**src/sv/fmhd_pkg.sv**
```systemverilog
// Shared types, codes and constants for the FM Hilbert phase demodulator.
package fmhd_pkg;

    localparam int PHASE_W = 16;
    localparam int FREQ_W  = 26;
    localparam int FS_W    = 20;
    localparam int ANGLE_W = 32;

    localparam logic [FS_W-1:0] FS_RESET = FS_W'(8000);
    localparam logic [FS_W-1:0] FC_RESET = FS_W'(1000);

    // register indexes on the APB port
    localparam logic REG_SAMPLE_RATE = 1'b0;
    localparam logic REG_CARRIER     = 1'b1;

    // what a window position does to the result stream
    localparam logic [1:0] EV_PRIME = 2'd0;   // first of stream: phase seed; 0 at eos
    localparam logic [1:0] EV_ONE   = 2'd1;
    localparam logic [1:0] EV_TWO   = 2'd2;   // second of stream: result given twice

    typedef struct packed {
        logic       valid;
        logic [1:0] ev;
        logic       eos;
        logic       zero;
    } ctl_t;

    // atan(2^-i) in 2^-32 turns
    function automatic logic [ANGLE_W-1:0] cordic_angle(input int idx);
        logic [ANGLE_W-1:0] a;
        a = '0;
        case (idx)
            0:  a = 32'h20000000;
            1:  a = 32'h12E4051E;
            2:  a = 32'h09FB385B;
            3:  a = 32'h051111D4;
            4:  a = 32'h028B0D43;
            5:  a = 32'h0145D7E1;
            6:  a = 32'h00A2F61E;
            7:  a = 32'h00517C55;
            8:  a = 32'h0028BE53;
            9:  a = 32'h00145F2F;
            10: a = 32'h000A2F98;
            11: a = 32'h000517CC;
            12: a = 32'h00028BE6;
            13: a = 32'h000145F3;
            14: a = 32'h0000A2FA;
            15: a = 32'h0000517D;
            16: a = 32'h000028BE;
            17: a = 32'h0000145F;
            18: a = 32'h00000A30;
            19: a = 32'h00000518;
            20: a = 32'h0000028C;
            21: a = 32'h00000146;
            22: a = 32'h000000A3;
            23: a = 32'h00000051;
            default: a = '0;
        endcase
        return a;
    endfunction

endpackage

```
**src/sv/fmhd_cordic_cell.sv**
```systemverilog
// One vectoring CORDIC step, registered.
module fmhd_cordic_cell #(
    parameter int CW  = 40,
    parameter int IDX = 0
) (
    input  logic                  clk,
    input  logic                  rst_n,
    input  logic                  adv,
    input  logic signed [CW-1:0]  x_in,
    input  logic signed [CW-1:0]  y_in,
    input  logic [31:0]           z_in,
    input  fmhd_pkg::ctl_t        ctl_in,
    output logic signed [CW-1:0]  x_out,
    output logic signed [CW-1:0]  y_out,
    output logic [31:0]           z_out,
    output fmhd_pkg::ctl_t        ctl_out
);
    import fmhd_pkg::*;

    localparam logic [ANGLE_W-1:0] ANG = cordic_angle(IDX);

    logic signed [CW-1:0] xs, ys, x_next, y_next;
    logic [ANGLE_W-1:0]   z_next;
    ctl_t                 ctl_reg;
    logic signed [CW-1:0] x_reg, y_reg;
    logic [ANGLE_W-1:0]   z_reg;

    assign xs = x_in >>> IDX;
    assign ys = y_in >>> IDX;

    always_comb
    begin
        if (!y_in[CW-1])
        begin
            x_next = x_in + ys;
            y_next = y_in - xs;
            z_next = z_in + ANG;
        end
        else
        begin
            x_next = x_in - ys;
            y_next = y_in + xs;
            z_next = z_in - ANG;
        end
    end

    always_ff @(posedge clk or negedge rst_n)
    begin
        if (!rst_n)
        begin
            ctl_reg <= '0;
        end
        else if (adv)
        begin
            ctl_reg <= ctl_in;
        end
    end

    always_ff @(posedge clk)
    begin
        if (adv)
        begin
            x_reg <= x_next;
            y_reg <= y_next;
            z_reg <= z_next;
        end
    end

    assign x_out   = x_reg;
    assign y_out   = y_reg;
    assign z_out   = z_reg;
    assign ctl_out = ctl_reg;

endmodule

```
**config.mk**
```make
export PLATFORM = sky130hd
export DESIGN_NAME = fmhd_cordic_cell
export DESIGN_NICKNAME = d
export VERILOG_FILES = /design/src/sv/fmhd_pkg.sv /design/src/sv/fmhd_cordic_cell.sv
export SDC_FILE = /design/constraint.sdc
export NUM_CORES = 1
export LEC_CHECK = 0
export BUFFER_PORTS_ARGS = -buffer_cell sky130_fd_sc_hd__buf_4
export CORE_MARGIN = 5
export CORE_UTILIZATION = 43
export CTS_CLUSTER_SIZE = 12
export DETAILED_ROUTE_END_ITERATION = 8
export GPL_TIMING_DRIVEN = 0
export PLACE_DENSITY = 0.72
export SYNTH_ARGS = -nofsm -noshare
export SYNTH_HDL_FRONTEND = slang
export SYNTH_SLANG_ARGS = --single-unit
export TNS_END_PERCENT = 5
```
**constraint.sdc**
```tcl
create_clock -name clk -period 1.1 [get_ports clk]
set_input_delay 0.11 -clock clk [delete_from_list [all_inputs] [get_ports clk]]
set_output_delay 0.11 -clock clk [all_outputs]
set_load 0.05 [all_outputs]
```
Word level (Yosys, flattened, before mapping)
Index checks and enable logic that the tools add are counted.
W data, S select, Z words.
{"block": "totals", "ff_bits": 117, "inputBits": 120, "output_inout_bits": 117}
{"block": "classes", "add_sub_neg": 5, "n_mux": 3}
{"op": "$mux W40", "count": 2}
{"op": "$sub A40 B40 Y40", "count": 2}
{"op": "$add A40 B40 Y40", "count": 1}
{"op": "$add A32 B30 Y32 const B", "count": 1}
{"op": "$mux W32", "count": 1}
{"op": "$sub A32 B30 Y32 const B", "count": 1}

Longest topological paths before layout
Gate-level depths: netlist of run 1.
{"block": "logic_depth", "ltp_word": 2, "mapped_depth": 13, "mapped_depth_nobuf": 11}

Least setup slack after synthesis of run 1
Ideal clock, no wire load.
{"block": "synth_path", "kind": "input to register", "from": "input port x_in[4]", "to": "register y_reg[38] (netlist: y_out[38]) (data pin)", "setup_ns": 0.255, "arrival_time_ns": 2.203, "t_required_ns": 0.845, "setup_slack_ns": -1.358, "cell_stages": 12, "path_buffers": 1, "cell_sequence": "inv_1 -> ha_1 -> buf_6 -> nor2_4 -> o21ai_2 -> a211oi_2 -> o31ai_4 -> a2111oi_4 -> o2111ai_4 -> a21oi_4 -> mux2i_1 -> and3_1"}
{"block": "synth_via", "elab_chain_cells": 2, "word_cells_on_any_way": 3, "classes_between": "2 x add/sub; 1 x mux"}
{"item": "from (decl)", "line_no": "fmhd_cordic_cell.sv:9", "rtl": "input logic signed [CW-1:0] x_in,"}
{"item": "$sub A40 B40 Y40 / $add A40 B40 Y40 (equally long branches)", "line_no": "fmhd_cordic_cell.sv:36, fmhd_cordic_cell.sv:42"}
{"item": "$mux W40 *", "line_no": "fmhd_cordic_cell.sv:33", "rtl": "if (!y_in[CW-1])"}
{"item": "net y_next[38]", "line_no": "fmhd_cordic_cell.sv:22", "rtl": "logic signed [CW-1:0] xs, ys, x_next, y_next;"}
{"item": "to (signal assigned)", "line_no": "fmhd_cordic_cell.sv:64", "rtl": "y_reg <= y_next;"}
{"item": "to (decl)", "line_no": "fmhd_cordic_cell.sv:25", "rtl": "logic signed [CW-1:0] x_reg, y_reg;"}
Mark *: on every way through the listed nets, which the timed path passes. The rest lies on a longest branch.
A chain may end at the register's enable or synchronous reset.

Worst setup path after layout of run 1
{"block": "layout_path", "from": "input port x_in[0]", "to": "register x_reg[34] (netlist: x_out[34]) (data pin)"}
{"block": "layout_via", "elab_chain_cells": 2, "word_cells_on_any_way": 3, "classes_between": "2 x add/sub; 1 x mux"}
{"item": "$add A40 B40 Y40 / $sub A40 B40 Y40 (equally long branches)", "line_no": "fmhd_cordic_cell.sv:35, fmhd_cordic_cell.sv:41"}
{"item": "$mux W40 *", "line_no": "fmhd_cordic_cell.sv:33"}
{"item": "net x_next[34]", "line_no": "fmhd_cordic_cell.sv:22"}
{"item": "to (signal assigned)", "line_no": "fmhd_cordic_cell.sv:63", "rtl": "x_reg <= x_next;"}
{"item": "to (decl)", "line_no": "fmhd_cordic_cell.sv:25"}
Marked as above.

==> flow_metrics.py, run 1 <==
metrics = {
    "worst_setup_path": {
        "cp_max_fo": 4,
        "worstPathArrival_ps": 2810,
        "crit_buf_inv": 3,
        "ff2ff_path_depth": 1,
        "cp.required_ps": 1380,
        "crit_path_start_kind": "input pin",
        "critPathMaxStageDelay_ps": 430,
        "critPathLaunch": "x_in[0]",
        "cpMaxStageDelayCell": "or4_1",
        "critPathTopFamily": "compound AO/OA/AOI/OAI gates",
        "timing.rr.start": "ctl_out[1]",
        "r2r_slack_ps": 330,
        "crit_type": "input pin to register",
        "path_cells": "buf_8 -> ha_4 -> fa_2 -> nor2b_4 -> o21ai_4 -> a211oi_4 -> o31ai_4 -> a2111oi_4 -> buf_4 -> o2111ai_4 -> buf_6 -> a21oi_2 -> or4_1 -> nand3_2",
        "r2r-end": "ctl_out[1]",
        "worst_setup_path_end_kind": "register",
    },
    "cells_and_area": {
        "final_util_pct": 63.71,
        "drive_gt1_share_pct": 34.33,
        "diodes": 0,
        "multi_input_area_mm2": 0.008088,
        "n_fill_cell": 2139,
        "areaGrowthSynthToFinish_pct": 46.43,
        "seq_area_mm2": 0.003458,
        "fin_nets": 1903,
    },
    "floorplanning": {
        "coreArea_mm2": 0.02598,
        "die_w_um": 172.2,
        "fp.dieH_um": 172.2,
        "rows": 59,
        "die_area_mm2": 0.02964,
        "ioPinCount": 237,
        "initial_core_util_pct": 43.51,
    },
    "synthesis": {
        "synth-seq-area-share_pct": 30.59,
        "synth_commonest_cells": "a21oi_1 (163), inv_1 (125), o21ai_0 (119), ha_1 (117), edfxtp_1 (111)",
        "async_reset_ff_share_pct": 4.310,
        "synth_enable_flop_cells": 111,
        "synth_most_common_cell": "a21oi_1",
        "yosysTopAreaCellShare_pct": 29.48,
        "synthCells": 1324,
        "synth.net_count": 1565,
        "avgSynthCellArea_um2": 8.539,
        "syn_area_mm2": 0.01131,
        "synth_cell_types": 88,
        "synth_area_leaders": "edfxtp_1 (29%), ha_1 (13%), a21oi_1 (7.2%)",
        "ys_seq_elements": 116,
        "yosysTopAreaCell": "edfxtp_1",
        "yosys_most_used_dff": "edfxtp_1",
        "yosysWarnings": 0,
    },
    "timing": {
        "slew-limit-headroom_pct": 26.15,
        "fin_ws_ps": -1427,
        "max_freq_ghz": 0.3958,
        "setup_violations": 112,
        "min_period_ps": 2527,
        "grt_setup_unrepaired": "yes",
        "worstMarginPinSlew_ps": 1108,
        "post-route-period-util_pct": 229.7,
        "hold_viol_final": 0,
        "report.final.slew_viol_count": 0,
        "fin_skew_ps": 0,
    },
    "min_path": {
        "hp-class": "input pin to async pin",
    },
    "run": {
        "cap_violations": 0,
    },
    "cts": {
        "clock_sinks": 116,
        "clockRootBuffer": "clkbuf_16",
        "worstSkewPairLatency_ps": 430,
        "cts_tree": "yes",
        "cts_made_buffers": 17,
        "h-tree-depth": 4,
        "cts_buffer_depth": 2,
        "path_clk_slew_ps": 60,
    },
    "placement": {
        "io_buffers": 235,
        "routabilityCongestion": 0.9825,
        "hpwl_um": 34240,
        "pre_cts_ws_ps": -2347,
    },
    "detailed_routing": {
        "wl_per_cell_um": 22.94,
        "ant_nets": 0,
        "drc": 0,
        "dr.pass1.iters": 5,
        "drt_wl_total_um": 46110,
        "drt_iter0_drc": 1298,
        "vias": 11984,
        "viasPerCell": 5.962,
    },
    "grt": {
        "antenna_found_initial": 0,
        "grt_usage_pct": 29.85,
        "grt_max_degree": 117,
        "gr-total-overflow": 0,
        "grt_pass1_vias": 11912,
        "grt_first_pass_wirelength_um": 68200,
    },
    "power": {
        "power_mw": 22.61,
        "leakage_nw": 6.933,
        "powerDensity_mw_per_mm2": 1366,
        "ir_worst_vdd_uv": 1115,
    },
    "outcome": {
        "outcome": "finished, violations left",
        "violations": "negative setup slack",
    },
}
kinds of logic after synthesis:
logic type,Yosys count,share of synthesized area (%)
AND/OR/NAND/NOR,332,14.62
multiplexers,21,1.926
AO/OA/AOI/OAI,472,26.86
XOR/XNOR,72,5.578
adder cells (fa/ha/maj),121,13.66
buffers and inverters,190,6.773
flip-flops,116,30.59
sequential cells by signal, summed over array words and instances (netlist names):
name / flops
z_out: 32
ctl_out: 5
y_out: 39
x_out: 40
through the flow:
stage	cell area (um2)	TNS, ps	hold slack (ps)	std cells
2_1_floorplan	11490	-74190	-185.6	1324
3_3_place_gp	13670	-198350	-85.29	1894
3_5_place_dp	13670	-203280	-82.30	1894
4_1_cts	16140	-73750	7.957	1998
5_1_grt	16550	-84480	17.88	2010
6_report	16550	-78070	13.72	2010
layout by cell type (no fill, tap or decap), types with 7 or more instances in the layout:
master and n:
inv_2 11, o211ai_1 10, a211oi_2 7, ha_4 12, dlygate4sd3_1 37, clkbuf_16 17, nand3_1 25, nand4_1 17
edfxtp_1 111, clkbuf_1 8, inv_1 114, nor3_1 7, buf_6 136, a211oi_1 13, nor4_1 9, buf_4 158
o21ai_1 24, o21a_1 16, nor2_1 92, xnor2_1 59, ha_2 7, o21ai_2 15, xnor2_2 7, mux2i_1 15
buf_8 7, nand2_1 74, o21bai_1 20, nor2_2 11, clkbuf_2 8, a21oi_2 37, ha_1 98, a21oi_1 126
nor2b_1 15, nand2b_1 8, o21ai_0 80, clkbuf_4 7, a21o_1 21, buf_2 10
report_power, final:
part	internal [mW]	leakage [nW]	total [mW]	switching (mW)
Sequential	5.70	1.14	6.01	0.307
Combinational	3.85	5.50	10.4	6.57
Clock	3.81	0.289	6.18	2.37
how the worst max path moves through the flow:
stage / to / cells after the start / slack, ps
4_1_cts: y_out[38] / 13 / -1380
6_report: x_out[34] / 14 / -1430
5_1_grt: y_out[30] / 15 / -1460
3_3_place_gp: x_out[37] / 12 / -2360
3_5_place_dp: x_out[33] / 11 / -2350
2_1_floorplan: y_out[38] / 11 / -1250
per-layer routing:
layer | vias up | global-route usage [%] | routed length (um)
met1 | 5708 | 39.50 | 19010
met2 | 703 | 48.85 | 21360
met4 | 0 | 10.90 | 1505
met5 | - | 0 | 0
li1 | 5468 | - | -
met3 | 105 | 5.670 | 4247
final cells by class:
cell class	instances	share of cell area (%)
Multi-Input combinational cell	1018	48.86
Buffer	53	2.169
Timing Repair Buffer	324	18.66
Clock buffer	18	2.592
Sequential cell	116	20.89
Clock inverter	14	1.217
Inverter	132	3.084
Tap cell	335	2.532
what timing repair did:
| item | in CTS | in global routing |
|---|---|---|
| resized for setup | 337 | 87 |
| setup buffers | 39 | 13 |
| hold buffers | 37 | 0 |
| cloned | 0 | 0 |
| setup endpoints to repair | 294 | 197 |
| hold endpoints to repair | 41 | 0 |
| pin swaps | 59 | 27 |
Power figures use the tool's default switching activity.
==> run 2, diff against run 1 <==
- CORE_UTILIZATION: 43 -> 37
- PLACE_DENSITY: 0.72 -> 0.65
==> run 2 against run 1 <==
Against the previous run: the flow still finishes with violations (negative setup slack); clock power shrank 14%; highest routed layer unchanged; setup slack worse by 32 ps; clock skew is the same; die area rose by 15%; largest cell class unchanged; critical path depth is 2 lower; non-clock buffer count rose by 6; via count is 0.76% lower.
==> flow_metrics.py, run 2 (synthesized netlist as in run 1, its figures left out) <==
metrics = {
    "power": {
        "intPower_mw": 12.69,
        "pwr-share-comb_pct": 48.3,
        "power_mw": 21.87,
        "leakage_nw": 6.946,
        "power_frac_clock_pct": 24.3,
        "power_switching_mw": 9.176,
        "powerDensity_mw_per_mm2": 1311,
        "ir_worst_vdd_uv": 1074,
        "pwr-share-seq_pct": 27.4,
        "switching_share_pct": 41.96,
    },
    "worst_setup_path": {
        "r2r_slack_ps": 320,
        "critPathMaxStageDelay_ps": 330,
        "path_cells": "buf_4 -> inv_1 -> ha_1 -> clkbuf_4 -> a21oi_1 -> o21ai_1 -> a21oi_1 -> o21ai_0 -> a221o_1 -> a211oi_1 -> mux2i_1 -> o311a_1",
        "r2r-end": "ctl_out[2]",
        "ff2ff_path_depth": 1,
        "worst_setup_path_end_kind": "register",
        "cp_max_fo": 10,
        "critPathTopFamily": "compound AO/OA/AOI/OAI gates",
        "crit_buf_inv": 3,
        "critPathLaunch": "x_in[13]",
        "timing.rr.start": "ctl_out[2]",
        "cpMaxStageDelayCell": "a211oi_1",
        "worstPathArrival_ps": 2830,
        "cpMostUsedCell": "a21oi_1",
        "crit_path_start_kind": "input pin",
        "crit_type": "input pin to register",
        "cp.required_ps": 1370,
    },
    "cells_and_area": {
        "fin_nets": 1909,
        "largest_reg_flops": 40,
        "final_common_cell": "buf_4",
        "drive_gt1_share_pct": 35.28,
        "final_cell_mix": "buf_4 (176), buf_6 (130), a21oi_1 (119)",
        "final_cells": 2078,
        "areaGrowthSynthToFinish_pct": 47.54,
    },
    "grt": {
        "antenna_found_initial": 0,
        "gr-total-overflow": 0,
        "grt.busiest_layer": "met2",
        "grt_pass1_vias": 11722,
        "grt_usage_pct": 25.80,
        "use_met2_pct": 42.66,
        "grt_max_degree": 117,
        "grt_first_pass_wirelength_um": 68370,
        "met3_usage_pct": 4.321,
        "met1_usage_pct": 34.94,
    },
    "run": {
        "cap_violations": 0,
    },
    "floorplanning": {
        "initial_core_util_pct": 37.25,
        "fp.dieH_um": 184.8,
        "coreArea_mm2": 0.03035,
        "die_area_mm2": 0.03415,
        "ioPinCount": 237,
        "rows": 64,
        "die_w_um": 184.8,
    },
    "placement": {
        "hpwl_um": 34430,
        "routabilityCongestion": 0.9521,
        "io_buffers": 235,
        "dp.cells": 1955,
    },
    "timing": {
        "max_freq_ghz": 0.3909,
        "worstMarginPinSlew_ps": 1049,
        "hold_viol_final": 0,
        "fin_skew_ps": 0,
        "setup_violations": 90,
        "grt_setup_unrepaired": "yes",
        "slew-limit-headroom_pct": 30.06,
        "min_period_ps": 2558,
        "report.final.slew_viol_count": 0,
        "tns_ps": -72960,
        "holdWs_ps": 41.96,
        "fin_ws_ps": -1458,
        "post-route-period-util_pct": 232.6,
    },
    "cts": {
        "clockRootBuffer": "clkbuf_16",
        "cts_made_buffers": 17,
        "cts_tree": "yes",
        "path_clk_slew_ps": 60,
        "worstSkewPairLatency_ps": 420,
        "cts_buffer_depth": 2,
        "h-tree-depth": 4,
        "clock_sinks": 116,
    },
    "detailed_routing": {
        "vias": 11893,
        "viasPerCell": 5.723,
        "wl_per_cell_um": 22.15,
        "ant_nets": 0,
        "dr.pass1.iters": 6,
        "drc": 0,
        "drt_wl_total_um": 46030,
        "drt_iter0_drc": 1018,
    },
    "outcome": {
        "violations": "negative setup slack",
        "outcome": "finished, violations left",
    },
    "min_path": {
        "hp-class": "input pin to async pin",
    },
}
==> run 2: cell count changes in the layout (fill, tap and decap cells not counted), sizes merged <==
cell / previous run / this run
clkbuf: 42 / 39
clkdlybuf4s15: 1 / 0
bufinv: 4 / 1
clkinv: 6 / 9
clkinvlp: 5 / 6
buf: 315 / 324
diode: 0 / 1
==> run 2: power groups by stage <==
stage	clock, mW	sequential (mW)	combinational, mW
2_1_floorplan	0	8.16	3.63
5_1_grt	5.59	6.06	11.0
4_1_cts	5.39	5.99	10.1
6_report	5.31	5.99	10.6
3_3_place_gp	0	5.94	8.79
3_5_place_dp	0	5.96	8.80
==> run 2: cell type report <==
cell class,instances,area (um2)
Inverter,132,521.8
Clock inverter,15,115.1
Timing Repair Buffer,331,3124
Antenna cell,1,2.502
Tap cell,396,495.5
Clock buffer,17,425.4
Sequential cell,116,3458
Buffer,52,356.6
Fill cell,2737,13670
Multi-Input combinational cell,1018,8182
==> run 2: worst max path at each step <==
stage | depth (start not counted) | slack, ps | end
floorplan | 11 | -1250 | y_out[38]
global placement | 11 | -2270 | x_out[33]
detailed placement | 12 | -2270 | x_out[37]
CTS | 13 | -1350 | y_out[34]
global route | 13 | -1450 | y_out[34]
finish | 12 | -1460 | y_out[34]
==> run 2: repair_timing <==
| action | CTS | global route |
|---|---|---|
| hold endpoints to repair | 42 | 0 |
| hold buffers | 37 | 0 |
| pin swaps | 53 | 29 |
| setup buffers | 48 | 13 |
| setup endpoints to repair | 304 | 198 |
| resized for setup | 369 | 84 |
==> run 2: stage by stage <==
stage	area [um2]	utilization, %	setup slack [ps]
detailed placement	13750	45.30	-2271
global route	16680	54.96	-1453
finish	16680	54.96	-1458
global placement	13750	45.30	-2272
floorplan	11490	-	-1247
CTS	16320	53.77	-1355
==> run 2: routing by layer <==
metal  up-vias  wire (um)  share of wire [%]
met5         -          0                  0
met4         0       1224                2.7
met3        81       3998                8.7
met2       566      21570                 47
met1      5761      19240                 42
li1       5485          -                  -
