### config.mk
export PLATFORM = sky130hd
export DESIGN_NAME = fmhd_freq
export DESIGN_NICKNAME = d
export VERILOG_FILES = /design/src/sv/fmhd_pkg.sv /design/src/sv/fmhd_freq.sv
export SDC_FILE = /design/constraint.sdc
export NUM_CORES = 1
export LEC_CHECK = 0
export CORE_AREA = 2 2 218 220
export CTS_CLUSTER_DIAMETER = 30
export CTS_CLUSTER_SIZE = 12
export DETAILED_ROUTE_END_ITERATION = 10
export DIE_AREA = 0 0 220 222
export DONT_BUFFER_PORTS = 1
export PLACE_DENSITY_LB_ADDON = 0.3
export SYNTH_ARGS = -nofsm -noshare
export SYNTH_HDL_FRONTEND = slang
export SYNTH_SLANG_ARGS = --single-unit
### constraint.sdc
create_clock -name clk -period 9.4 [get_ports clk]
set_input_delay 0.94 -clock clk [delete_from_list [all_inputs] [get_ports clk]]
set_output_delay 0.94 -clock clk [all_outputs]
set_load 0.03 [all_outputs]
### src/sv/fmhd_pkg.sv
// Shared types, codes and constants for the FM Hilbert phase demodulator.
package fmhd_pkg;

    localparam int PHASE_W = 16;
    localparam int FREQ_W  = 26;
    localparam int FS_W    = 20;
    localparam int ANGLE_W = 32;

    localparam logic [FS_W-1:0] FS_RESET = FS_W'(8000);
    localparam logic [FS_W-1:0] FC_RESET = FS_W'(1000);

    // register indexes on the APB port
    localparam logic REG_SAMPLE_RATE = 1'b0;
    localparam logic REG_CARRIER     = 1'b1;

    // what a window position does to the result stream
    localparam logic [1:0] EV_PRIME = 2'd0;   // first of stream: phase seed; 0 at eos
    localparam logic [1:0] EV_ONE   = 2'd1;
    localparam logic [1:0] EV_TWO   = 2'd2;   // second of stream: result given twice

    typedef struct packed {
        logic       valid;
        logic [1:0] ev;
        logic       eos;
        logic       zero;
    } ctl_t;

    // atan(2^-i) in 2^-32 turns
    function automatic logic [ANGLE_W-1:0] cordic_angle(input int idx);
        logic [ANGLE_W-1:0] a;
        a = '0;
        case (idx)
            0:  a = 32'h20000000;
            1:  a = 32'h12E4051E;
            2:  a = 32'h09FB385B;
            3:  a = 32'h051111D4;
            4:  a = 32'h028B0D43;
            5:  a = 32'h0145D7E1;
            6:  a = 32'h00A2F61E;
            7:  a = 32'h00517C55;
            8:  a = 32'h0028BE53;
            9:  a = 32'h00145F2F;
            10: a = 32'h000A2F98;
            11: a = 32'h000517CC;
            12: a = 32'h00028BE6;
            13: a = 32'h000145F3;
            14: a = 32'h0000A2FA;
            15: a = 32'h0000517D;
            16: a = 32'h000028BE;
            17: a = 32'h0000145F;
            18: a = 32'h00000A30;
            19: a = 32'h00000518;
            20: a = 32'h0000028C;
            21: a = 32'h00000146;
            22: a = 32'h000000A3;
            23: a = 32'h00000051;
            default: a = '0;
        endcase
        return a;
    endfunction

endpackage

### src/sv/fmhd_freq.sv
// Phase rounding, wrapped difference, scaling by fs and carrier removal.
module fmhd_freq (
    input  logic                              clk,
    input  logic                              rst_n,
    input  logic                              adv,
    input  logic [31:0]                       z_in,
    input  fmhd_pkg::ctl_t                    ctl_in,
    input  logic [fmhd_pkg::FS_W-1:0]         fs,
    input  logic [fmhd_pkg::FS_W-1:0]         fc,
    output logic                              res_valid,
    output logic                              res_dup,
    output logic                              res_eos,
    output logic signed [fmhd_pkg::FREQ_W-1:0] res_freq
);
    import fmhd_pkg::*;

    localparam int PW = PHASE_W + FS_W + 1;
    localparam int RW = PW + 1;
    localparam logic signed [RW-1:0] FMAX = RW'((64'sd1 <<< (FREQ_W - 1)) - 1);
    localparam logic signed [RW-1:0] FMIN = -RW'(64'sd1 <<< (FREQ_W - 1));

    logic [31:0]               zr;
    logic [PHASE_W-1:0]        phase;
    logic [PHASE_W-1:0]        prev_reg;
    logic signed [PHASE_W-1:0] d_reg;
    ctl_t                      ca_reg, cb_reg;
    logic signed [PW-1:0]      prod_reg;
    logic signed [PW-1:0]      ps, q;
    logic signed [RW-1:0]      r;
    logic signed [FREQ_W-1:0]  sat;
    logic                      val_reg, dup_reg, eos_reg;
    logic signed [FREQ_W-1:0]  freq_reg;

    assign zr    = z_in + 32'h0000_8000;
    assign phase = ctl_in.zero ? '0 : zr[31:16];

    always_ff @(posedge clk or negedge rst_n)
    begin
        if (!rst_n)
        begin
            prev_reg <= '0;
            ca_reg   <= '0;
            cb_reg   <= '0;
            val_reg  <= 1'b0;
            dup_reg  <= 1'b0;
            eos_reg  <= 1'b0;
        end
        else if (adv)
        begin
            if (ctl_in.valid)
            begin
                prev_reg <= phase;
            end
            ca_reg  <= ctl_in;
            cb_reg  <= ca_reg;
            val_reg <= cb_reg.valid && ((cb_reg.ev != EV_PRIME) || cb_reg.eos);
            dup_reg <= cb_reg.ev == EV_TWO;
            eos_reg <= cb_reg.eos;
        end
    end

    assign ps = prod_reg + PW'(2048);
    assign q  = ps >>> 12;
    assign r  = RW'(q) - RW'({fc, 4'b0000});

    always_comb
    begin
        if (r > FMAX)
        begin
            sat = FREQ_W'(FMAX);
        end
        else if (r < FMIN)
        begin
            sat = FREQ_W'(FMIN);
        end
        else
        begin
            sat = FREQ_W'(r);
        end
    end

    always_ff @(posedge clk)
    begin
        if (adv)
        begin
            d_reg    <= signed'(phase - prev_reg);
            prod_reg <= PW'(d_reg) * signed'(PW'({1'b0, fs}));
            freq_reg <= (cb_reg.ev == EV_PRIME) ? '0 : sat;
        end
    end

    assign res_valid = val_reg;
    assign res_dup   = dup_reg;
    assign res_eos   = eos_reg;
    assign res_freq  = freq_reg;

endmodule

# Word level (Yosys, flattened, before mapping)
# Cells that the tools add are included.
# Widths: inputs -> output; s select.
# classes
add_sub_neg,4
reduce_logical,6
order_cmp,2
n_mux,3
eq_ne,1
mul,1
# op_table
cell,n
$add 37x13->37 const B,1
$mul 16x21->37,1
$add 32x16->32 const B,1
$gt 26x26->1 const B,1
$lt 26x26->1 const B,1
$mux 26,1
$sub 25x25->26,1
$mux 25,1
$mux 16,1
$sub 16x16->16,1
$eq 2x2->1 const B,1
$logic_not 2->1,1
$reduce_and 2->1,1
$reduce_bool 2->1,1
$reduce_or 2->1,1
$logic_and 1x1->1,1
$logic_or 1x1->1,1
# totals
output_inout_bits,29
in_bits,80
wordCells,31
reg_bits,106

# Logic depth before layout (Yosys ltp)
# Gate-level depths: netlist (run 1).
# logic_depth
ltp_word,5
depth_mapped,23

# Worst setup path before layout (run 1)
# OpenSTA, ideal clock, no wires.
# synth_path
path_kind,input-to-reg
from,input port fs[9] in the netlist's numbering
to,"register prod_reg[36], data pin"
slack_ps,2803
path_stages,22
arrival_ps,6331
required_ps,9134
cell_sequence,clkbuf_1 nand2_1 fa_1 inv_1 fa_1 inv_1 fa_1 inv_1 fa_1 fa_1 inv_1 fa_1 inv_1 ha_1 nand4_2 nor4_2 nand3_1 o211ai_2 o211ai_2 a21oi_2 and4_1 nor3_1
# synth_via
elab_chain_len,1
# synth_rtl
item,line_no,rtl
start: declaration,fmhd_freq.sv:8,"input logic [fmhd_pkg::FS_W-1:0] fs,"
$mul 16x21->37,fmhd_freq.sv:87,"prod_reg <= PW'(d_reg) * signed'(PW'({1'b0, fs}));"
end signal: assignment,fmhd_freq.sv:87,
end: declaration,fmhd_freq.sv:27,logic signed [PW-1:0] prod_reg;
# No other way between the ends.
# A chain may end at the register's enable or synchronous reset.

# Final worst setup path (run 1)
# layout_path
from,register d_reg[15]
to,"register prod_reg[36], data pin"
# layout_via
elab_chain_len,1
# layout_rtl
item,line_no,rtl
start: declaration,fmhd_freq.sv:25,logic signed [PHASE_W-1:0] d_reg;
start signal: assignment,fmhd_freq.sv:86,d_reg <= signed'(phase - prev_reg);
$mul 16x21->37,fmhd_freq.sv:87,
# No other way between the ends.

==> results.toml, run 1 <==
[flow_run]
cap_viol_max_count = 0

[logic_synthesis]
netlist.top_cell.by_area = "sky130_fd_sc_hd__fa_1"
synth-compound-area-share = 0.0655
synth_area_leaders = "sky130_fd_sc_hd__fa_1 31%, sky130_fd_sc_hd__ha_1 13%, sky130_fd_sc_hd__edfxtp_1 13%"
yosysWarningCount = 0
yosys.cell_types.count = 61
yosys.area_share.adder = 0.439
mappedNetlistArea_mm2 = 0.0161
synth_async_sr_flop_share = 0.284
synth_simple_gate_area_frac = 0.170
synth_mux_area_frac = 0.00559
yosysTopAreaCellShare = 0.312
mappedNetlistNets = 2266
synth_edf_count = 68
ys_ff_latch = 95
yosysSeqAreaShare = 0.169
gate_count_after_technology_mapping = 1771
post_synth.cell_area_avg_um2 = 9.10
synth_top_flop_cell = "sky130_fd_sc_hd__edfxtp_1"
synthXorXnorAreaFrac = 0.0489
dominant_combinational_cell_family_by_area_after_synthesis = "adder cells"

[critical_path]
worst-setup-path-type = "flop to flop"
largest_stage_delay_worst_path_ns = 0.57
cp_max_fo = 13
end_kind = "flop"
critical-path-slowest-cell = "sky130_fd_sc_hd__fa_1"
crit_path_start_kind = "flop"
crit_top_cell = "sky130_fd_sc_hd__fa_1"
worst-endpoint-required_ns = 9.51
worstPathCellList = "buf_4 > inv_1 > nor2_1 > fa_1 > inv_1 > fa_1 > inv_1 > fa_1 > fa_1 > fa_1 > inv_1 > fa_1 > inv_1 > ha_1 > nand4_2 > nor4_2 > nand3_1 > o211ai_2 > o211ai_2 > a21oi_2 > and4_1 > nor3_1"
crit_arrival_ns = 7.25

[clocking]
cts-root-to-sink-buffers = 2
cts_root_buffer = "sky130_fd_sc_hd__clkbuf_16"
tritoncts = "yes"
worst_setup_hold_path_clk_slew_ns = 0.08
cts-resized-gates = 0
worst_skew_pair.late_latency_ns = 0.36
cts_setup_buffers = 0
holdBufCountCts = 0
tritoncts_buffer_count = 9
ctsHtreeMaxLevel = 3
numClockSinks = 95

[sta]
final_period_minus_worst_setup_slack_ns = 7.15
max-slew-margin-rel = 0.268
slew_viol_final = 0
rsz0062_at_grt = "no"
max_freq_mhz = 140
final.period_utilization = 0.760
final-setup-viol-count = 0
worst_clock_skew_ns = 0.0180
worstMarginPinSlew_ns = 1.10
totalNegativeSetupSlack_ns = 0
whs_ns = 0.269
hold_viol_final = 0

[global_route]
grt_overflow = 0
antenna_found_initial = 0
grt_pass1_wl_um = 62200
grt_max_degree = 83
grt_usage = 0.161
number_of_global_route_vias_before_repair = 12100

[floorplanning]
die-width_um = 220
top_level_ports = 109
fp.dieH_um = 222
die_area_mm2 = 0.0488
core_area_mm2 = 0.0463
rows = 79
initial_core_util = 0.349

[route]
drtAntennaViolNets = 0
routed_wl_um = 37400
drt_iter0_drc = 576
drt_drc_violations_left = 0
drt_first_pass_iters = 5
routedWlPerCell_um = 16.0
average_via_count_per_standard_cell = 4.90
route.vias.total = 11400

[placed_design]
gp_routability_congestion = 0.804
place_inst = 2315
port-buffer-count = 0
detailedPlacementHpwl_um = 28800
place_area_mm2 = 0.0167

[final_layout]
fill_cells = 4757
layoutNonFillerInstCount = 2332
layout-drive-gt1-share = 0.0249
final_common_cell = "sky130_fd_sc_hd__inv_1"
final_design_area_no_fill_mm2 = 0.0169
layout_common_cells = "375 x sky130_fd_sc_hd__inv_1, 251 x sky130_fd_sc_hd__fa_1, 234 x sky130_fd_sc_hd__nand2_1"
final_net_count = 2214
area_growth_syn_to_layout_pct = 5.11

[worst_hold_path]
min-delay-path-class = "primary input to asynchronous set/reset pin"

[status]
status = "complete, no violations"
## kinds of logic after synthesis
logic type | after synthesis
multiplexers | 8
AO/OA/AOI/OAI | 153
XOR/XNOR | 90
adder cells (fa/ha/maj) | 415
buffers and inverters | 439
AND/OR/NAND/NOR | 571
flip-flops | 95
## routing by layer
layer / vias to the layer above / share of wire / track usage
met5: - / 0 / 0
met4: 0 / 0.016 / 0.0344
met3: 38 / 0.054 / 0.0289
met2: 243 / 0.51 / 0.280
met1: 5769 / 0.42 / 0.207
li1: 5380 / - / -
## worst max-delay path: cells and delay by family (launching register included)
family                   cells  cell delay, ns
adder cells (fa/ha/maj)      7            3.61
AND/OR/NAND/NOR              6            1.23
buffers and inverters        6            0.96
AO/OA/AOI/OAI                3            0.72
flip-flops                   1            0.36
## final timing paths
| check | slack, ns | cells past startpoint | startpoint | endpoint |
|---|---|---|---|---|
| hold / removal | 0.27 | 0 | rst_n | res_valid$_DFFE_PN0P_ |
| hold reg to reg | 0.48 | 2 | prev_reg[4]$_DFFE_PN0P_ | prev_reg[4]$_DFFE_PN0P_ |
| min in group clk | 0.48 | 2 | prev_reg[4]$_DFFE_PN0P_ | prev_reg[4]$_DFFE_PN0P_ |
| max in group asynchronous | 9.05 | 0 | rst_n | res_dup$_DFFE_PN0P_ |
| setup / recovery | 2.25 | 22 | d_reg[15]$_DFFE_PP_ | prod_reg[36]$_DFFE_PP_ |
| setup reg to reg | 2.25 | 22 | d_reg[15]$_DFFE_PP_ | prod_reg[36]$_DFFE_PP_ |
## synthesized netlist by cell type, types with 3 or more instances
cell	instances
sky130_fd_sc_hd__inv_1	375
sky130_fd_sc_hd__fa_1	251
sky130_fd_sc_hd__nand2_1	234
sky130_fd_sc_hd__ha_1	164
sky130_fd_sc_hd__and2_1	132
sky130_fd_sc_hd__nor2_1	81
sky130_fd_sc_hd__edfxtp_1	68
sky130_fd_sc_hd__clkbuf_1	60
sky130_fd_sc_hd__xnor2_1	51
sky130_fd_sc_hd__a21oi_1	47
sky130_fd_sc_hd__xor2_1	39
sky130_fd_sc_hd__nand3_1	29
sky130_fd_sc_hd__dfrtp_1	27
sky130_fd_sc_hd__nor3_1	21
sky130_fd_sc_hd__o21ai_0	21
sky130_fd_sc_hd__o31ai_1	19
sky130_fd_sc_hd__nand4_1	16
sky130_fd_sc_hd__and3_1	13
sky130_fd_sc_hd__nand2b_1	12
sky130_fd_sc_hd__nor2b_1	11
sky130_fd_sc_hd__a21o_1	10
sky130_fd_sc_hd__a211oi_1	9
sky130_fd_sc_hd__mux2_2	8
sky130_fd_sc_hd__o21a_1	8
sky130_fd_sc_hd__or3_1	8
sky130_fd_sc_hd__a31oi_1	5
sky130_fd_sc_hd__o21bai_1	4
sky130_fd_sc_hd__buf_1	3
sky130_fd_sc_hd__o21ai_1	3
## area by class of cell
class | count | area (um2) | area share
multi-input combinational | 1237 | 11800 | 0.694
sequential | 95 | 2720 | 0.160
inverter | 375 | 1410 | 0.0831
tap | 607 | 759 | 0.0448
clock buffer | 9 | 225 | 0.0133
clock inverter | 7 | 68.8 | 0.00406
timing repair buffer | 1 | 7.51 | 0.000443
antenna | 1 | 2.50 | 0.000148
## through the flow
| stage | util | setup slack [ns] |
|---|---|---|
| 3_3_place_gp | 0.360 | 2.33 |
| 6_report | 0.366 | 2.25 |
| 2_1_floorplan | - | 2.80 |
| 3_5_place_dp | 0.360 | 2.26 |
| 4_1_cts | 0.366 | 2.26 |
| 5_1_grt | 0.366 | 1.91 |
Power of run 1 is left out: the tool's default activity adds up to more than one toggle a clock period on the data nets, which glitch-free logic cannot reach.
==> run 2: changes to the inputs <==
==> constraint.sdc (replaced) <==
create_clock -name clk -period 6.5 [get_ports clk]
set_input_delay 0.65 -clock clk [delete_from_list [all_inputs] [get_ports clk]]
set_output_delay 0.65 -clock clk [all_outputs]
set_load 0.03 [all_outputs]
==> results.toml, run 2 (synthesis results as in run 1) <==
[sta]
rsz0062_at_grt = "yes"
final_period_minus_worst_setup_slack_ns = 6.33
final.period_utilization = 0.974
worst_clock_skew_ns = 0.0125
hold_viol_final = 0
max_freq_mhz = 158
slew_viol_final = 0
final-setup-viol-count = 0
max-slew-margin-rel = 0.270
worstMarginPinSlew_ns = 1.09

[critical_path]
critical-path-slowest-cell = "sky130_fd_sc_hd__fa_1"
startpoint = "d_reg[13]$_DFFE_PP_"
crit_path_start_kind = "flop"
worst-endpoint-required_ns = 6.60
end_kind = "flop"
rr_startpoint = "d_reg[13]$_DFFE_PP_"
crit_top_cell = "sky130_fd_sc_hd__fa_1"
worstPathCellList = "and2_1 > fa_1 > inv_1 > fa_1 > inv_1 > fa_1 > fa_1 > fa_1 > inv_1 > fa_1 > inv_1 > ha_1 > nand4_2 > nor4_4 > nand3_1 > o211ai_2 > o211ai_2 > a21oi_2 > and4_1 > nor3_1"
worst-setup-path-type = "flop to flop"
crit_arrival_ns = 6.43
cp_max_fo = 5
largest_stage_delay_worst_path_ns = 0.59

[clocking]
cts-root-to-sink-buffers = 2
worst_skew_pair.late_latency_ns = 0.36
tritoncts = "yes"
numClockSinks = 95
tritoncts_buffer_count = 9
worst_setup_hold_path_clk_slew_ns = 0.07
cts_root_buffer = "sky130_fd_sc_hd__clkbuf_16"
ctsHtreeMaxLevel = 3

[global_route]
grt_pass1_wl_um = 59700
grt_max_degree = 83
antenna_found_initial = 0
number_of_global_route_vias_before_repair = 12100
grt_overflow = 0
grt_usage = 0.152

[final_layout]
final_common_cell = "sky130_fd_sc_hd__inv_1"
final_net_count = 2270
area_growth_syn_to_layout_pct = 8.29
layoutNonFillerInstCount = 2387
layout-drive-gt1-share = 0.0562
n_antenna_cell = 0
layout_common_cells = "374 x sky130_fd_sc_hd__inv_1, 251 x sky130_fd_sc_hd__fa_1, 234 x sky130_fd_sc_hd__nand2_1"

[placed_design]
gp_routability_congestion = 0.807
port-buffer-count = 0
place_inst = 2361
detailedPlacementHpwl_um = 29700

[route]
drt_iter0_drc = 432
routedWlPerCell_um = 15.1
drt_first_pass_iters = 6
average_via_count_per_standard_cell = 4.83
routed_wl_um = 36100
route.vias.total = 11500
drt_drc_violations_left = 0
drtAntennaViolNets = 0

[worst_hold_path]
min-delay-path-class = "primary input to asynchronous set/reset pin"

[floorplanning]
top_level_ports = 109
die_area_mm2 = 0.0488
core_area_mm2 = 0.0463
die-width_um = 220
fp.dieH_um = 222
initial_core_util = 0.349
rows = 79

[status]
status = "complete, no violations"

[flow_run]
cap_viol_max_count = 0
## run 2: cell count changes in the layout (fill, tap and decap cells not counted), sizes merged
cell      delta
inv          +1
buf         +56
diode        -1
clkinvlp     +1
clkinv       -2
## run 2: cell type report
| class | count | area [um2] |
|---|---|---|
| fillers | 4672 | 28800 |
| clock inverters | 7 | 67.6 |
| clock buffers | 9 | 225 |
| repair buffers | 57 | 515 |
| inverters | 375 | 1410 |
| multi-input cells | 1237 | 11800 |
| flip-flops and latches | 95 | 2720 |
| well taps | 607 | 759 |
## run 2: what timing repair did
item / CTS / global route
buffers inserted: 0 / 9
hold endpoints to repair: 27 / 0
setup endpoints to repair: 0 / 11
gates resized for setup: 0 / 2
hold buffers: 1 / 0
## run 2: final timing paths
| path | cells after the start | slack, ns | endpoint |
|---|---|---|---|
| worst max-delay path | 20 | 0.17 | prod_reg[36]$_DFFE_PP_ |
| worst min-delay path | 1 | 0.10 | prev_reg[15]$_DFFE_PN0P_ |
| worst max register to register | 20 | 0.17 | prod_reg[36]$_DFFE_PP_ |
| worst min register to register | 2 | 0.48 | prev_reg[9]$_DFFE_PN0P_ |
| max in group asynchronous | 1 | 6.23 | ca_reg[3]$_DFFE_PN0P_ |
| min in group clk | 1 | 0.39 | prev_reg[2]$_DFFE_PN0P_ |
## run 2: worst max-delay path, delay by kind of cell (launching register included)
kind                       cells  cell delay [ns]
buffers and inverters          4             0.22
AOI/OAI and AO/OA              3             0.70
adders and majority gates      7             3.51
and+or+nand+nor                6             1.12
DFF                            1             0.50
## run 2: per-stage QoR
step,setup TNS (ns),area [um2],util,hold slack [ns],worst slack [ns]
finish,0,17500,0.377,0.101,0.170
global route,-0.0172,17500,0.377,0.0920,-0.0172
CTS,0,17300,0.375,0.0916,0.0527
detailed placement,-0.0128,17000,0.368,0.355,-0.0128
global placement,0,17000,0.368,0.355,0.0291
floorplan,0,16100,-,0.354,0.193
## run 2: layer usage
metal	part of all wire	vias to the layer above	wire (um)	global-route usage
li1	-	5502	-	-
met1	0.43	5813	15400	0.190
met2	0.53	195	19000	0.279
met3	0.036	21	1320	0.0214
met4	0.0093	0	337	0.0279
met5	0	-	0	0
Power of run 2 is left out for the same reason.
==> run 3: changes to the inputs <==
--- a/config.mk
+++ b/config.mk
@@ -5,11 +5,11 @@
 export SDC_FILE = /design/constraint.sdc
 export NUM_CORES = 1
 export LEC_CHECK = 0
-export CORE_AREA = 2 2 218 220
+export CORE_AREA = 2 2 157 197
 export CTS_CLUSTER_DIAMETER = 30
 export CTS_CLUSTER_SIZE = 12
 export DETAILED_ROUTE_END_ITERATION = 10
-export DIE_AREA = 0 0 220 222
+export DIE_AREA = 0 0 159 199
 export DONT_BUFFER_PORTS = 1
 export PLACE_DENSITY_LB_ADDON = 0.3
 export SYNTH_ARGS = -nofsm -noshare
==> results.toml, run 3 (synthesis results as in run 1) <==
[final_layout]
final_net_count = 2274
layout-drive-gt1-share = 0.0589
area_growth_syn_to_layout_pct = 7.22
fill_cells = 2632
final_common_cell = "sky130_fd_sc_hd__inv_1"
n_antenna_cell = 0
layout_common_cells = "374 x sky130_fd_sc_hd__inv_1, 251 x sky130_fd_sc_hd__fa_1, 234 x sky130_fd_sc_hd__nand2_1"

[critical_path]
cp_max_fo = 6
worst-setup-path-type = "flop to flop"
reg2reg_to = "prod_reg[36]$_DFFE_PP_"
rr_startpoint = "d_reg[13]$_DFFE_PP_"
worstPathBufferInverterCount = 6
critical-path-slowest-cell = "sky130_fd_sc_hd__fa_1"
worst-endpoint-required_ns = 6.59
worstPathCellList = "buf_2 > nand2_1 > fa_1 > inv_1 > fa_1 > inv_1 > fa_1 > inv_1 > fa_1 > fa_1 > inv_1 > fa_1 > inv_1 > ha_1 > nand4_2 > nor4_4 > nand3_1 > o211ai_2 > o211ai_2 > a21oi_2 > and4_1 > nor3_1"
ff2ff_setup_slack_ns = 0.19
crit_path_start_kind = "flop"
crit_top_cell = "sky130_fd_sc_hd__fa_1"
reg2regPathDepth = 22
largest_stage_delay_worst_path_ns = 0.55
end_kind = "flop"
crit_arrival_ns = 6.41
largest_delay_share_family_worst_path = "adder cells"

[clocking]
cts-root-to-sink-buffers = 2
worst_setup_hold_path_clk_slew_ns = 0.08
tritoncts_buffer_count = 9
numClockSinks = 95
ctsHtreeMaxLevel = 3
cts_root_buffer = "sky130_fd_sc_hd__clkbuf_16"
tritoncts = "yes"
worst_skew_pair.late_latency_ns = 0.36

[status]
status = "complete, no violations"

[global_route]
grt_usage = 0.225
grt_pass1_wl_um = 57400
number_of_global_route_vias_before_repair = 12200
grt_overflow = 0
antenna_found_initial = 1
grt_max_degree = 83

[sta]
worstMarginPinSlew_ns = 0.965
max_freq_mhz = 158
rsz0062_at_grt = "yes"
final_period_minus_worst_setup_slack_ns = 6.31
final-setup-viol-count = 0
slew_viol_final = 0
max-slew-margin-rel = 0.355
final.period_utilization = 0.971
whs_ns = 0.0955
hold_viol_final = 0
totalNegativeSetupSlack_ns = 0
worst_clock_skew_ns = 0.0146

[floorplanning]
top_level_ports = 109
die-width_um = 159
fp.dieH_um = 199
die_area_mm2 = 0.0316
initial_core_util = 0.540
core_area_mm2 = 0.0298
rows = 71

[placed_design]
gp_routability_congestion = 0.889
port-buffer-count = 0
detailedPlacementHpwl_um = 28200

[route]
drt_first_pass_iters = 6
routedWlPerCell_um = 15.7
drtAntennaViolNets = 0
average_via_count_per_standard_cell = 5.34
routed_wl_um = 34300
route.vias.total = 11700
drt_drc_violations_left = 0
drt_iter0_drc = 517

[worst_hold_path]
min-delay-path-class = "primary input to asynchronous set/reset pin"

[flow_run]
cap_viol_max_count = 0
-- run 3: metal layers --
layer,wire length [um],share of wire,vias up,track usage
met5,13,0.00038,-,0
met3,1530,0.045,92,0.0317
met1,13300,0.39,5784,0.258
met2,18300,0.53,297,0.428
li1,-,-,5499,-
met4,1130,0.033,2,0.0791
-- run 3: per-stage QoR --
stage	setup slack, ns	instance area [um2]	util	cells
2_1_floorplan	0.193	16100	-	1771
3_3_place_gp	0.187	16700	0.561	2151
3_5_place_dp	0.0613	16700	0.561	2151
4_1_cts	0.0356	17100	0.573	2168
5_1_grt	-0.0387	17300	0.579	2185
6_report	0.186	17300	0.579	2185
-- run 3: layout make-up --
cell class | instances | area, um2 | area share
Clock buffer | 9 | 225 | 0.0130
Tap cell | 401 | 502 | 0.0290
Sequential cell | 95 | 2720 | 0.157
Multi-Input combinational cell | 1237 | 11800 | 0.681
Inverter | 375 | 1410 | 0.0816
Timing Repair Buffer | 61 | 556 | 0.0321
Clock inverter | 7 | 101 | 0.00586
-- run 3: worst reg2reg max path, delay by kind of cell, from the launching register on --
kind,cells,cell delay (ns)
buf+inv,6,0.51
simple gates,6,0.97
compound gates,3,0.66
flops,1,0.50
fa+ha+maj,7,3.42
-- run 3: what timing repair did --
action                                  4_1_cts  5_1_grt
hold buffers                                  1        0
setup buffers                                 0       17
gates resized for setup                       0        3
endpoints found under the hold margin        27        0
endpoints found under the setup margin        0       10
-- run 3: how the worst max path moves through the flow --
stage                        start                      to  slack, ns  cells past startpoint
6_report       d_reg[13]$_DFFE_PP_  prod_reg[36]$_DFFE_PP_       0.19                     22
5_1_grt        d_reg[13]$_DFFE_PP_  prod_reg[36]$_DFFE_PP_      -0.04                     22
4_1_cts         d_reg[3]$_DFFE_PP_  prod_reg[36]$_DFFE_PP_       0.04                     20
3_5_place_dp    d_reg[3]$_DFFE_PP_  prod_reg[36]$_DFFE_PP_       0.06                     20
3_3_place_gp   d_reg[12]$_DFFE_PP_  prod_reg[36]$_DFFE_PP_       0.19                     19
2_1_floorplan                fs[9]  prod_reg[36]$_DFFE_PP_       0.19                     22
Power of run 3 is left out for the same reason.
